$ cat config.mk
export PLATFORM = sky130hd
export DESIGN_NAME = multi_queue_membership_manager_flat
export DESIGN_NICKNAME = d
export VERILOG_FILES = /design/src/mqmm_pkg.sv /design/src/mqmm_if.sv /design/src/mqmm_ram.sv /design/src/multi_queue_membership_manager.sv /design/src/flat_wrapper.sv
export SDC_FILE = /design/constraint.sdc
export NUM_CORES = 2
export LEC_CHECK = 0
export BUFFER_PORTS_ARGS = -buffer_cell sky130_fd_sc_hd__buf_2
export CAP_MARGIN = 10
export CORE_ASPECT_RATIO = 0.9
export CORE_UTILIZATION = 55
export CTS_BUF_LIST = sky130_fd_sc_hd__clkbuf_4 sky130_fd_sc_hd__clkbuf_8 sky130_fd_sc_hd__clkbuf_16
export DETAILED_ROUTE_END_ITERATION = 8
export PLACE_DENSITY = 0.71
export RECOVER_POWER = 100
export SETUP_SLACK_MARGIN = 0.5
export SLEW_MARGIN = 20
export SYNTH_ARGS = -nofsm -noshare
export SYNTH_HDL_FRONTEND = slang
export SYNTH_SLANG_ARGS = --single-unit
$ cat constraint.sdc
create_clock -name clock -period 6.8 [get_ports clock]
set_input_delay 1.36 -clock clock [delete_from_list [all_inputs] [get_ports clock]]
set_output_delay 1.36 -clock clock [all_outputs]
set_load 0.1 [all_outputs]
$ cat src/mqmm_pkg.sv
// Package for the multi-queue membership manager: sizes, codes, payload types.
// No dependencies.
`default_nettype none
package mqmm_pkg;
   localparam int NUM_QUEUES = 16;
   localparam int CAPACITY = 64;
   localparam int ID_WIDTH = 16;
   localparam int SLOT_W = $clog2(CAPACITY);
   localparam int LINK_W = SLOT_W + 1;
   localparam int QIDX_W = $clog2(NUM_QUEUES);
   localparam int LEN_W = 7;
   localparam logic [LINK_W-1:0] NIL = LINK_W'(CAPACITY);

   localparam logic [2:0] KIND_ADD = 3'd0;
   localparam logic [2:0] KIND_MOVE = 3'd1;
   localparam logic [2:0] KIND_QUERY = 3'd2;
   localparam logic [2:0] KIND_COUNT = 3'd3;
   localparam logic [2:0] KIND_LIST = 3'd4;

   localparam logic [2:0] ST_OK = 3'd0;
   localparam logic [2:0] ST_DUP = 3'd1;
   localparam logic [2:0] ST_NOQ = 3'd2;
   localparam logic [2:0] ST_NOMEM = 3'd3;
   localparam logic [2:0] ST_FULL = 3'd4;

   // slot entry: id, queue, prev, next (valid bits kept in flops)
   localparam int ENTRY_W = ID_WIDTH + QIDX_W + 2 * LINK_W;

   typedef struct packed {
      logic [2:0] kind;
      logic [15:0] member_id;
      logic [7:0] queue_num;
   } req_type;

   typedef struct packed {
      logic [2:0] status;
      logic [3:0] queue_out;
      logic [6:0] length;
      logic [15:0] member_out;
      logic list_empty;
      logic last;
   } rsp_type;
endpackage
`default_nettype wire

$ cat src/mqmm_if.sv
// Valid/ready channel interface carrying one payload beat.
// Depends on mqmm_pkg for payload types.
`default_nettype none
interface mqmm_req_if import mqmm_pkg::*; ();
   logic valid;
   logic ready;
   req_type payload;
   modport source(output valid, output payload, input ready);
   modport sink(input valid, input payload, output ready);
endinterface

interface mqmm_rsp_if import mqmm_pkg::*; ();
   logic valid;
   logic ready;
   rsp_type payload;
   modport source(output valid, output payload, input ready);
   modport sink(input valid, input payload, output ready);
endinterface
`default_nettype wire

$ cat src/mqmm_ram.sv
// Generic single-port-write, single-read RAM with registered read data.
// No dependencies.
`default_nettype none
module mqmm_ram #(
   parameter int WIDTH = 8,
   parameter int DEPTH = 16
) (
   input wire logic clock,
   input wire logic wr_en,
   input wire logic [$clog2(DEPTH)-1:0] wr_addr,
   input wire logic [WIDTH-1:0] wr_data,
   input wire logic [$clog2(DEPTH)-1:0] rd_addr,
   output logic [WIDTH-1:0] rd_data
);
   logic [WIDTH-1:0] mem_ff [DEPTH];
   always_ff @(posedge clock) begin
      if (wr_en) begin
         mem_ff[wr_addr] <= wr_data;
      end
      rd_data <= mem_ff[rd_addr];
   end
endmodule
`default_nettype wire

$ cat src/multi_queue_membership_manager.sv
// Top level of the multi-queue membership manager: sequencer around the slot RAM.
// Depends on mqmm_pkg, mqmm_if and mqmm_ram.
//
//  channel | dir | handshake        | content
//  req     | in  | valid/ready      | kind, member_id, queue_num
//  rsp     | out | valid/ready      | status, queue_out, length, member_out, list_empty, last
//  csr     | in  | write enable     | num_queues
//
// One item at a time. ID search scans the slot RAM one slot a cycle. Query, add and
// move respond after the search; count and list skip it; list gives its members one
// by one, walking from the tail. Link updates are one RAM write per cycle.
// Reset is synchronous; no clearing pass (valid bits live in flops).
// A stalled response holds the sequencer and the request side.
`default_nettype none
module multi_queue_membership_manager import mqmm_pkg::*; (
   input wire logic clock,
   input wire logic reset,
   mqmm_req_if.sink req,
   mqmm_rsp_if.source rsp,
   input wire logic csr_wr_en,
   input wire logic [4:0] csr_wr_data
);
   localparam logic [3:0] S_IDLE = 4'd0;
   localparam logic [3:0] S_SCAN = 4'd1;
   localparam logic [3:0] S_SCANW = 4'd2;
   localparam logic [3:0] S_DECIDE = 4'd3;
   localparam logic [3:0] S_RDSELF = 4'd4;
   localparam logic [3:0] S_UNLP = 4'd5;
   localparam logic [3:0] S_UNLN = 4'd6;
   localparam logic [3:0] S_APPEND = 4'd7;
   localparam logic [3:0] S_APTAIL = 4'd8;
   localparam logic [3:0] S_RESP = 4'd9;
   localparam logic [3:0] S_WALKR = 4'd10;
   localparam logic [3:0] S_WALKW = 4'd11;
   localparam logic [3:0] S_RDP = 4'd12;
   localparam logic [3:0] S_RDN = 4'd13;

   typedef struct packed {
      logic [ID_WIDTH-1:0] id;
      logic [QIDX_W-1:0] queue;
      logic [LINK_W-1:0] prev;
      logic [LINK_W-1:0] next;
   } entry_type;

   logic [3:0] state_ff, state_in;
   logic [4:0] numq_ff;
   req_type cmd_ff;
   logic [CAPACITY-1:0] valid_ff, valid_in;
   logic [LINK_W-1:0] heads_ff [NUM_QUEUES];
   logic [LINK_W-1:0] tails_ff [NUM_QUEUES];
   logic [LEN_W-1:0] lens_ff [NUM_QUEUES];
   logic [LINK_W-1:0] scan_ff, scan_in;
   logic [LINK_W-1:0] found_ff, found_in;
   logic [LINK_W-1:0] walk_ff, walk_in;
   entry_type self_ff, self_in;
   logic rsp_valid_ff, rsp_valid_in;
   rsp_type rsp_ff, rsp_in;

   logic wr_en;
   logic [SLOT_W-1:0] wr_addr, rd_addr;
   entry_type wr_data, rd_data;

   mqmm_ram #(.WIDTH(ENTRY_W), .DEPTH(CAPACITY)) u_slots (
      .clock(clock), .wr_en(wr_en), .wr_addr(wr_addr), .wr_data(wr_data),
      .rd_addr(rd_addr), .rd_data(rd_data)
   );

   logic queue_ok;
   logic [QIDX_W-1:0] qn;
   logic [SLOT_W-1:0] free_slot;
   logic any_free;
   logic [LINK_W-1:0] scan_prev;
   logic [SLOT_W-1:0] fnd;
   logic hd_we, tl_we, len_inc, len_dec;
   logic [QIDX_W-1:0] hd_q, tl_q, len_q;
   logic [LINK_W-1:0] hd_v, tl_v;

   assign qn = cmd_ff.queue_num[QIDX_W-1:0];
   assign queue_ok = ({3'b0, cmd_ff.queue_num} < {6'b0, numq_ff})
      && ({3'b0, cmd_ff.queue_num} < 11'(NUM_QUEUES));
   assign fnd = found_ff[SLOT_W-1:0];
   assign scan_prev = scan_ff - LINK_W'(1);

   always_comb begin
      free_slot = '0;
      any_free = 1'b0;
      for (int i = CAPACITY - 1; i >= 0; i--) begin
         if (!valid_ff[i]) begin
            free_slot = SLOT_W'(i);
            any_free = 1'b1;
         end
      end
   end

   function automatic rsp_type mk(input logic [2:0] st);
      rsp_type r;
      r = '0;
      r.status = st;
      r.last = 1'b1;
      return r;
   endfunction

   assign req.ready = (state_ff == S_IDLE) && !rsp_valid_ff;
   assign rsp.valid = rsp_valid_ff;
   assign rsp.payload = rsp_ff;

   always_comb begin
      state_in = state_ff;
      valid_in = valid_ff;
      scan_in = scan_ff;
      found_in = found_ff;
      walk_in = walk_ff;
      self_in = self_ff;
      rsp_valid_in = rsp_valid_ff;
      rsp_in = rsp_ff;
      wr_en = 1'b0;
      wr_addr = '0;
      wr_data = rd_data;
      rd_addr = scan_ff[SLOT_W-1:0];
      hd_we = 1'b0; hd_q = qn; hd_v = NIL;
      tl_we = 1'b0; tl_q = qn; tl_v = NIL;
      len_inc = 1'b0; len_dec = 1'b0; len_q = qn;
      if (rsp_valid_ff && rsp.ready) begin
         rsp_valid_in = 1'b0;
      end
      case (state_ff)
         S_IDLE: begin
            if (req.valid && req.ready) begin
               scan_in = '0;
               found_in = NIL;
               if (req.payload.kind == KIND_ADD || req.payload.kind == KIND_MOVE
                     || req.payload.kind == KIND_QUERY) begin
                  state_in = S_SCAN;
               end else if (req.payload.kind == KIND_COUNT
                     || req.payload.kind == KIND_LIST) begin
                  state_in = S_DECIDE;
               end
            end
         end
         S_SCAN: begin
            // read address scan_ff issued; data arrives next cycle
            rd_addr = scan_ff[SLOT_W-1:0];
            scan_in = scan_ff + LINK_W'(1);
            state_in = S_SCANW;
         end
         S_SCANW: begin
            rd_addr = scan_ff[SLOT_W-1:0];
            if (valid_ff[scan_prev[SLOT_W-1:0]]
                  && rd_data.id == cmd_ff.member_id[ID_WIDTH-1:0]) begin
               found_in = scan_prev;
               self_in = rd_data;
               state_in = S_DECIDE;
            end else if (scan_ff == NIL) begin
               state_in = S_DECIDE;
            end else begin
               scan_in = scan_ff + LINK_W'(1);
            end
         end
         S_DECIDE: begin
            case (cmd_ff.kind)
               KIND_ADD: begin
                  if (found_ff != NIL) begin
                     rsp_in = mk(ST_DUP); state_in = S_RESP;
                  end else if (!queue_ok) begin
                     rsp_in = mk(ST_NOQ); state_in = S_RESP;
                  end else if (!any_free) begin
                     rsp_in = mk(ST_FULL); state_in = S_RESP;
                  end else begin
                     found_in = {1'b0, free_slot};
                     valid_in[free_slot] = 1'b1;
                     self_in.id = cmd_ff.member_id[ID_WIDTH-1:0];
                     state_in = S_APPEND;
                  end
               end
               KIND_MOVE: begin
                  if (!queue_ok) begin
                     rsp_in = mk(ST_NOQ); state_in = S_RESP;
                  end else if (found_ff == NIL) begin
                     rsp_in = mk(ST_NOMEM); state_in = S_RESP;
                  end else if (self_ff.queue == qn) begin
                     rsp_in = mk(ST_OK); state_in = S_RESP;
                  end else begin
                     rd_addr = self_ff.prev[SLOT_W-1:0];
                     state_in = S_RDP;
                  end
               end
               KIND_QUERY: begin
                  if (found_ff == NIL) begin
                     rsp_in = mk(ST_NOMEM);
                  end else begin
                     rsp_in = mk(ST_OK);
                     rsp_in.queue_out = 4'(self_ff.queue);
                  end
                  state_in = S_RESP;
               end
               KIND_COUNT: begin
                  rsp_in = mk(queue_ok ? ST_OK : ST_NOQ);
                  if (queue_ok) begin
                     rsp_in.length = lens_ff[qn];
                  end
                  state_in = S_RESP;
               end
               default: begin
                  if (!queue_ok) begin
                     rsp_in = mk(ST_NOQ); state_in = S_RESP;
                  end else if (tails_ff[qn] == NIL) begin
                     rsp_in = mk(ST_OK); rsp_in.list_empty = 1'b1;
                     state_in = S_RESP;
                  end else begin
                     walk_in = tails_ff[qn];
                     state_in = S_WALKR;
                  end
               end
            endcase
         end
         S_RDP: begin
            rd_addr = self_ff.prev[SLOT_W-1:0];
            state_in = S_UNLP;
         end
         S_UNLP: begin
            // prev.next = next
            if (self_ff.prev != NIL) begin
               wr_en = 1'b1;
               wr_addr = self_ff.prev[SLOT_W-1:0];
               wr_data = rd_data;
               wr_data.next = self_ff.next;
            end else begin
               hd_we = 1'b1; hd_q = self_ff.queue; hd_v = self_ff.next;
            end
            rd_addr = self_ff.next[SLOT_W-1:0];
            state_in = S_RDN;
         end
         S_RDN: begin
            rd_addr = self_ff.next[SLOT_W-1:0];
            state_in = S_UNLN;
         end
         S_UNLN: begin
            if (self_ff.next != NIL) begin
               wr_en = 1'b1;
               wr_addr = self_ff.next[SLOT_W-1:0];
               wr_data = rd_data;
               wr_data.prev = self_ff.prev;
            end else begin
               tl_we = 1'b1; tl_q = self_ff.queue; tl_v = self_ff.prev;
            end
            len_dec = 1'b1; len_q = self_ff.queue;
            state_in = S_APPEND;
         end
         S_APPEND: begin
            // write self as new tail, read old tail
            wr_en = 1'b1;
            wr_addr = fnd;
            wr_data.id = self_ff.id;
            wr_data.queue = qn;
            wr_data.prev = tails_ff[qn];
            wr_data.next = NIL;
            self_in.prev = tails_ff[qn];
            rd_addr = tails_ff[qn][SLOT_W-1:0];
            state_in = S_APTAIL;
         end
         S_APTAIL: begin
            if (self_ff.prev != NIL) begin
               wr_en = 1'b1;
               wr_addr = self_ff.prev[SLOT_W-1:0];
               wr_data = rd_data;
               wr_data.next = found_ff;
            end else begin
               hd_we = 1'b1; hd_v = found_ff;
            end
            tl_we = 1'b1; tl_v = found_ff;
            len_inc = 1'b1;
            rsp_in = mk(ST_OK);
            state_in = S_RESP;
         end
         S_RESP: begin
            if (!rsp_valid_ff) begin
               rsp_valid_in = 1'b1;
               state_in = S_IDLE;
            end
         end
         S_WALKR: begin
            rd_addr = walk_ff[SLOT_W-1:0];
            state_in = S_WALKW;
         end
         S_WALKW: begin
            rd_addr = walk_ff[SLOT_W-1:0];
            if (!rsp_valid_ff || rsp.ready) begin
               rsp_valid_in = 1'b1;
               rsp_in = '0;
               rsp_in.member_out = 16'(rd_data.id);
               rsp_in.last = (rd_data.prev == NIL);
               walk_in = rd_data.prev;
               state_in = (rd_data.prev == NIL) ? S_IDLE : S_WALKR;
            end
         end
         default: state_in = S_IDLE;
      endcase
   end

   always_ff @(posedge clock) begin
      if (reset) begin
         state_ff <= S_IDLE;
         numq_ff <= 5'd1;
         valid_ff <= '0;
         rsp_valid_ff <= 1'b0;
         for (int i = 0; i < NUM_QUEUES; i++) begin
            heads_ff[i] <= NIL;
            tails_ff[i] <= NIL;
            lens_ff[i] <= '0;
         end
      end else begin
         state_ff <= state_in;
         valid_ff <= valid_in;
         rsp_valid_ff <= rsp_valid_in;
         if (csr_wr_en) begin
            numq_ff <= csr_wr_data;
         end
         if (hd_we) begin
            heads_ff[hd_q] <= hd_v;
         end
         if (tl_we) begin
            tails_ff[tl_q] <= tl_v;
         end
         if (len_inc) begin
            lens_ff[len_q] <= lens_ff[len_q] + LEN_W'(1);
         end else if (len_dec) begin
            lens_ff[len_q] <= lens_ff[len_q] - LEN_W'(1);
         end
      end
   end

   always_ff @(posedge clock) begin
      if (req.valid && req.ready) begin
         cmd_ff <= req.payload;
      end
      scan_ff <= scan_in;
      found_ff <= found_in;
      walk_ff <= walk_in;
      self_ff <= self_in;
      rsp_ff <= rsp_in;
   end
endmodule
`default_nettype wire

$ cat src/flat_wrapper.sv
// flat-port wrapper written by rule: the top's interface ports become plain ports
module multi_queue_membership_manager_flat import mqmm_pkg::*;
  (clock, reset, csr_wr_en, csr_wr_data, req_valid, req_payload, req_ready, rsp_valid, rsp_payload, rsp_ready);
  mqmm_req_if req_i ();
  mqmm_rsp_if rsp_i ();
  input wire logic clock;
  input wire logic reset;
  input wire logic csr_wr_en;
  input wire logic [4:0] csr_wr_data;
  input wire logic [$bits(req_i.valid)-1:0] req_valid;
  input wire logic [$bits(req_i.payload)-1:0] req_payload;
  output wire logic [$bits(req_i.ready)-1:0] req_ready;
  output wire logic [$bits(rsp_i.valid)-1:0] rsp_valid;
  output wire logic [$bits(rsp_i.payload)-1:0] rsp_payload;
  input wire logic [$bits(rsp_i.ready)-1:0] rsp_ready;
  assign req_i.valid = req_valid;
  assign req_i.payload = req_payload;
  assign req_ready = req_i.ready;
  assign rsp_valid = rsp_i.valid;
  assign rsp_payload = rsp_i.payload;
  assign rsp_i.ready = rsp_ready;
  multi_queue_membership_manager u_core (.clock(clock), .reset(reset), .req(req_i), .rsp(rsp_i), .csr_wr_en(csr_wr_en), .csr_wr_data(csr_wr_data));
endmodule
==> run_results.csv <==
group,metric,value,unit
outcome,run_status,"finished with violations",
outcome,failing_checks,"max-capacitance violations, max-slew violations",
pwr,share_clk_of_total_power,26.9,%
worst_setup_path,critPathKind,"reg2reg",
route,postRouteAntennaNets,0,
timing,final-setup-viol-count,0,
grt,grt_max_degree,183,
timing,final_hold_viol_count,0,
clock_tree,cts-root-buf,"sky130_fd_sc_hd__clkbuf_16",
grt,antenna_found_initial,25,
final_layout,final_layout_size_suffix_gt1_share,10.86,%
timing,final_period_minus_worst_setup_slack,6.326,ns
synthesis,synth_most_common_cell,"sky130_fd_sc_hd__edfxtp_1",
worst_hold_path,hold_path_end,"u_core.numq_ff[3]",
synthesis,synth-seq-area-share,71.98,%
worst_hold_path,hold_class,"reg2reg",
worst_setup_path,timing.critical_path.required,7.55,ns
final_layout,area.growth.synth_to_final,11.75,%
pwr,combPwrFrac,34.6,%
pwr,sequentialPowerShare,38.5,%
placed_design,place.gp.congestion,0.9795,
synthesis,ys.warnings.count,0,
synthesis,mappedNetlistArea,108000,µm²
timing,timing_worst_slew_pin_value,4.146,ns
synthesis,number_of_enable_type_register_cells_in_the_synthesized_netlist,2513,
timing,setup_repair_after_global_routing_missed_its_margin,"false",
pwr,internal_power,33910,µW
grt,number_of_global_route_vias_before_repair,67510,
clock_tree,clock_path_buffers,4,
floorplan,floorplan.die.width,469,µm
clock_tree,h-tree-depth,5,
worst_setup_path,timing.critical_path.arrival,7.08,ns
worst_setup_path,crit_path_max_fanout,55,
floorplan,die_h,422.3,µm
route,drc,0,
pwr,power.density_cell_area,450.9,nW/µm²
final_layout,layout.filler_cells,14220,
final_layout,final_nets,7879,
worst_hold_path,hold_path_depth,2,
synthesis,synth.distinct_cells,87,
pwr,total_switching_power,20490,µW
flow_run,max_cap_violations,89,
synthesis,synth.cells.most_frequent,"sky130_fd_sc_hd__edfxtp_1, sky130_fd_sc_hd__nand2_1, sky130_fd_sc_hd__nand3_1, sky130_fd_sc_hd__clkbuf_1, sky130_fd_sc_hd__mux2i_1",
placed_design,buffer_ports.inserted,70,
worst_setup_path,r2r_cells,11,
clock_tree,postCtsSetupBuffers,0,
clock_tree,cts_tree,"built",
grt,groute.usage.overall,32.42,%
timing,worst_case_clock_skew,0.06865,ns
synthesis,top_cells_by_area_synth,"sky130_fd_sc_hd__edfxtp_1, sky130_fd_sc_hd__nand2_1, sky130_fd_sc_hd__mux2i_1, sky130_fd_sc_hd__nand3_1, sky130_fd_sc_hd__mux4_2",
synthesis,postSynthNetCount,7773,
worst_setup_path,worstSetupEndpointType,"register",
grt,grt_first_pass_wirelength,466.3,mm
timing,worst_slew_margin_rel,-176.4,%
synthesis,synth-main-ff-cell,"sky130_fd_sc_hd__edfxtp_1",
timing,timing.final.crit_share,93.03,%
route,total_vias_in_the_final_route,71300,
route,first_iter_violations,12350,
clock_tree,clk_pin_slew_worst_paths,0.06,ns
floorplan,die_area,198100,µm²
route,postRouteWirelength,326.0,mm
clock_tree,ctsHoldBuffers,0,
placed_design,placedCellCount,10100,
floorplan,initial_core_utilization,55.61,%
synthesis,synthCells,7723,
clock_tree,worst_skew_pair.late_latency,0.95,ns
timing,timing.final.max_slew_violations,3095,
floorplan,boundaryPins,71,
timing,whs,0.5047,ns
worst_setup_path,rr_endpoint,"u_core.u_slots.rd_data[3]",
final_layout,final_cell_count_no_fill,10580,
synthesis,synthDominantAreaCellType,"sky130_fd_sc_hd__edfxtp_1",
clock_tree,postCtsResizedCells,0,
synthesis,syn_avg_cell_area,13.98,µm²
pwr,switching_share,37.66,%
placed_design,post_dp_hpwl,192.2,mm
route,detail_route.vias_per_cell,6.738,
route,detailed_router_iteration_count_before_antenna_repair,9,
timing,setup_tns,0,ns
synthesis,synth_top_area_share,69.90,%
route,route.detailed.wl_per_inst,30.80,µm
synthesis,fraction_of_synthesis_flops_using_an_asynchronous_set_or_reset_pin,0,%
floorplan,floorplan.rows,153,
worst_hold_path,min-delay-start,"u_core.numq_ff[3]",
pwr,max-vdd-ir-drop,0.3874,mV
pwr,cellLeakagePower,0.04034,µW
timing,timing_limited_maximum_frequency,158.1,MHz
clock_tree,tritoncts_num_sinks,2625,
worst_setup_path,ff_to_ff_setup_slack,0.47,ns
floorplan,core,194100,µm²
synthesis,synth_seq_cells,2625,
grt,globalRouteOverflowTotal,0,
clock_tree,tritoncts.num_buffers,276,
worst_setup_path,critical_path.startpoint_type,"register",
[power by group through the flow]
stage / sequential (µW) / clock (µW) / combinational, µW
CTS: 20600 / 14700 / 18400
detailed placement: 20900 / 0 / 18300
global route: 20900 / 15300 / 19500
floorplan: 20800 / 0 / 10900
finish: 20900 / 14600 / 18800
global placement: 20900 / 0 / 18000
[metrics by stage]
stage | instance area (µm²) | setup WS (ns) | utilization (%) | power (µW)
floorplan | 108000 | 1.598 | - | 31700
global placement | 112700 | 0.9118 | 58.07 | 38930
detailed placement | 112800 | 0.9450 | 58.12 | 39250
CTS | 121400 | 0.9154 | 62.55 | 53650
global route | 120600 | 0.4217 | 62.14 | 55670
finish | 120600 | 0.4741 | 62.15 | 54400
[how the worst max path moves through the flow]
stage	startpoint	end	slack [ns]	cells after the start
2_1_floorplan	register	u_core.rsp.payload[0]	1.60	8
3_3_place_gp	u_core.cmd_ff[2]	u_core.u_slots.rd_data[0]	0.91	14
3_5_place_dp	u_core.cmd_ff[2]	u_core.u_slots.rd_data[3]	0.95	14
4_1_cts	u_core.cmd_ff[2]	u_core.u_slots.rd_data[3]	0.92	14
5_1_grt	register	u_core.rsp.payload[19]	0.42	8
6_report	register	u_core.u_slots.rd_data[3]	0.47	11
[metal layers]
metal / routed length (µm) / track usage (%) / part of all wire [%] / vias up
li1: - / - / - / 29750
met1: 118800 / 43.73 / 36 / 35370
met2: 142700 / 47.27 / 44 / 5169
met3: 43300 / 9.441 / 13 / 1005
met4: 21000 / 18.08 / 6.4 / 10
met5: 158 / 0.3421 / 0.048 / -
[sequential cells by signal (all words and copies together), names as in the netlist, named ones only]
name / cells
u_core.cmd_ff: 27
u_core.found_ff: 7
u_core.lens_ff: 112
u_core.numq_ff: 5
u_core.rsp.payload: 32
u_core.rsp.valid: 1
u_core.scan_ff: 7
u_core.self_ff: 34
u_core.state_ff: 4
u_core.tails_ff: 112
u_core.u_slots.mem_ff: 2176
u_core.u_slots.rd_data: 34
u_core.valid_ff: 64
u_core.walk_ff: 6
[layout make-up]
class	count	area (µm²)	share of cell area, %
diodes	12	30.03	0.02489
clock buffers	369	7819	6.481
clock inverters	93	790.8	0.6555
inverters	132	495.5	0.4107
multi-input cells	4436	28050	23.25
flip-flops and latches	2625	77710	64.41
well taps	2557	3199	2.652
repair buffers	358	2547	2.112
[layout by cell type, fill, tap and decap left out, types with 19 or more instances in the layout]
cell                           n
sky130_fd_sc_hd__o21ai_0      89
sky130_fd_sc_hd__o22ai_1      56
sky130_fd_sc_hd__o31ai_1      26
sky130_fd_sc_hd__xnor2_1      24
sky130_fd_sc_hd__nor4_1       39
sky130_fd_sc_hd__clkinv_1     40
sky130_fd_sc_hd__dfxtp_1     111
sky130_fd_sc_hd__nand2_1    1429
sky130_fd_sc_hd__a21oi_1      69
sky130_fd_sc_hd__nor2_1      303
sky130_fd_sc_hd__buf_4       125
sky130_fd_sc_hd__a31oi_1      39
sky130_fd_sc_hd__nand4_1      63
sky130_fd_sc_hd__and3_1      110
sky130_fd_sc_hd__mux2i_1     353
sky130_fd_sc_hd__nand2b_1     65
sky130_fd_sc_hd__a41oi_1      34
sky130_fd_sc_hd__buf_12       37
sky130_fd_sc_hd__clkbuf_4     75
sky130_fd_sc_hd__a22oi_1      20
sky130_fd_sc_hd__a211oi_1    173
sky130_fd_sc_hd__and2_0       24
sky130_fd_sc_hd__a311o_1     101
sky130_fd_sc_hd__clkbuf_2     35
sky130_fd_sc_hd__a32oi_1     136
sky130_fd_sc_hd__clkbuf_16   285
sky130_fd_sc_hd__clkbuf_1    144
sky130_fd_sc_hd__mux4_2      117
sky130_fd_sc_hd__nor2b_1      19
sky130_fd_sc_hd__a221oi_1    108
sky130_fd_sc_hd__edfxtp_1   2513
sky130_fd_sc_hd__nor2_4       38
sky130_fd_sc_hd__o22a_1       35
sky130_fd_sc_hd__a41o_1       33
sky130_fd_sc_hd__nand3_1     687
sky130_fd_sc_hd__inv_1       131
sky130_fd_sc_hd__clkinv_2     31
[worst max-delay path, cell delays in order, from the launching register on]
cell                       delay, ns
sky130_fd_sc_hd__dfxtp_1        1.34
sky130_fd_sc_hd__mux4_2         0.51
sky130_fd_sc_hd__mux4_2         0.57
sky130_fd_sc_hd__and2_0         0.24
sky130_fd_sc_hd__a311oi_1       0.35
sky130_fd_sc_hd__a21boi_1       0.17
sky130_fd_sc_hd__or2_2          0.36
sky130_fd_sc_hd__nand2_4        0.78
sky130_fd_sc_hd__buf_4          0.47
sky130_fd_sc_hd__a221oi_1       0.14
sky130_fd_sc_hd__a31oi_1        0.89
sky130_fd_sc_hd__nand4_1        0.23
[cell families after synthesis]
logic type,count (synthesis),synth area share (%)
xor+xnor,38,0.3083
compound gates,1027,7.432
mux,482,5.837
fa+ha+maj,13,0.1576
buf+inv,662,2.506
simple gates,2876,11.78
flops,2625,71.98
Power figures use the tool's default switching activity.
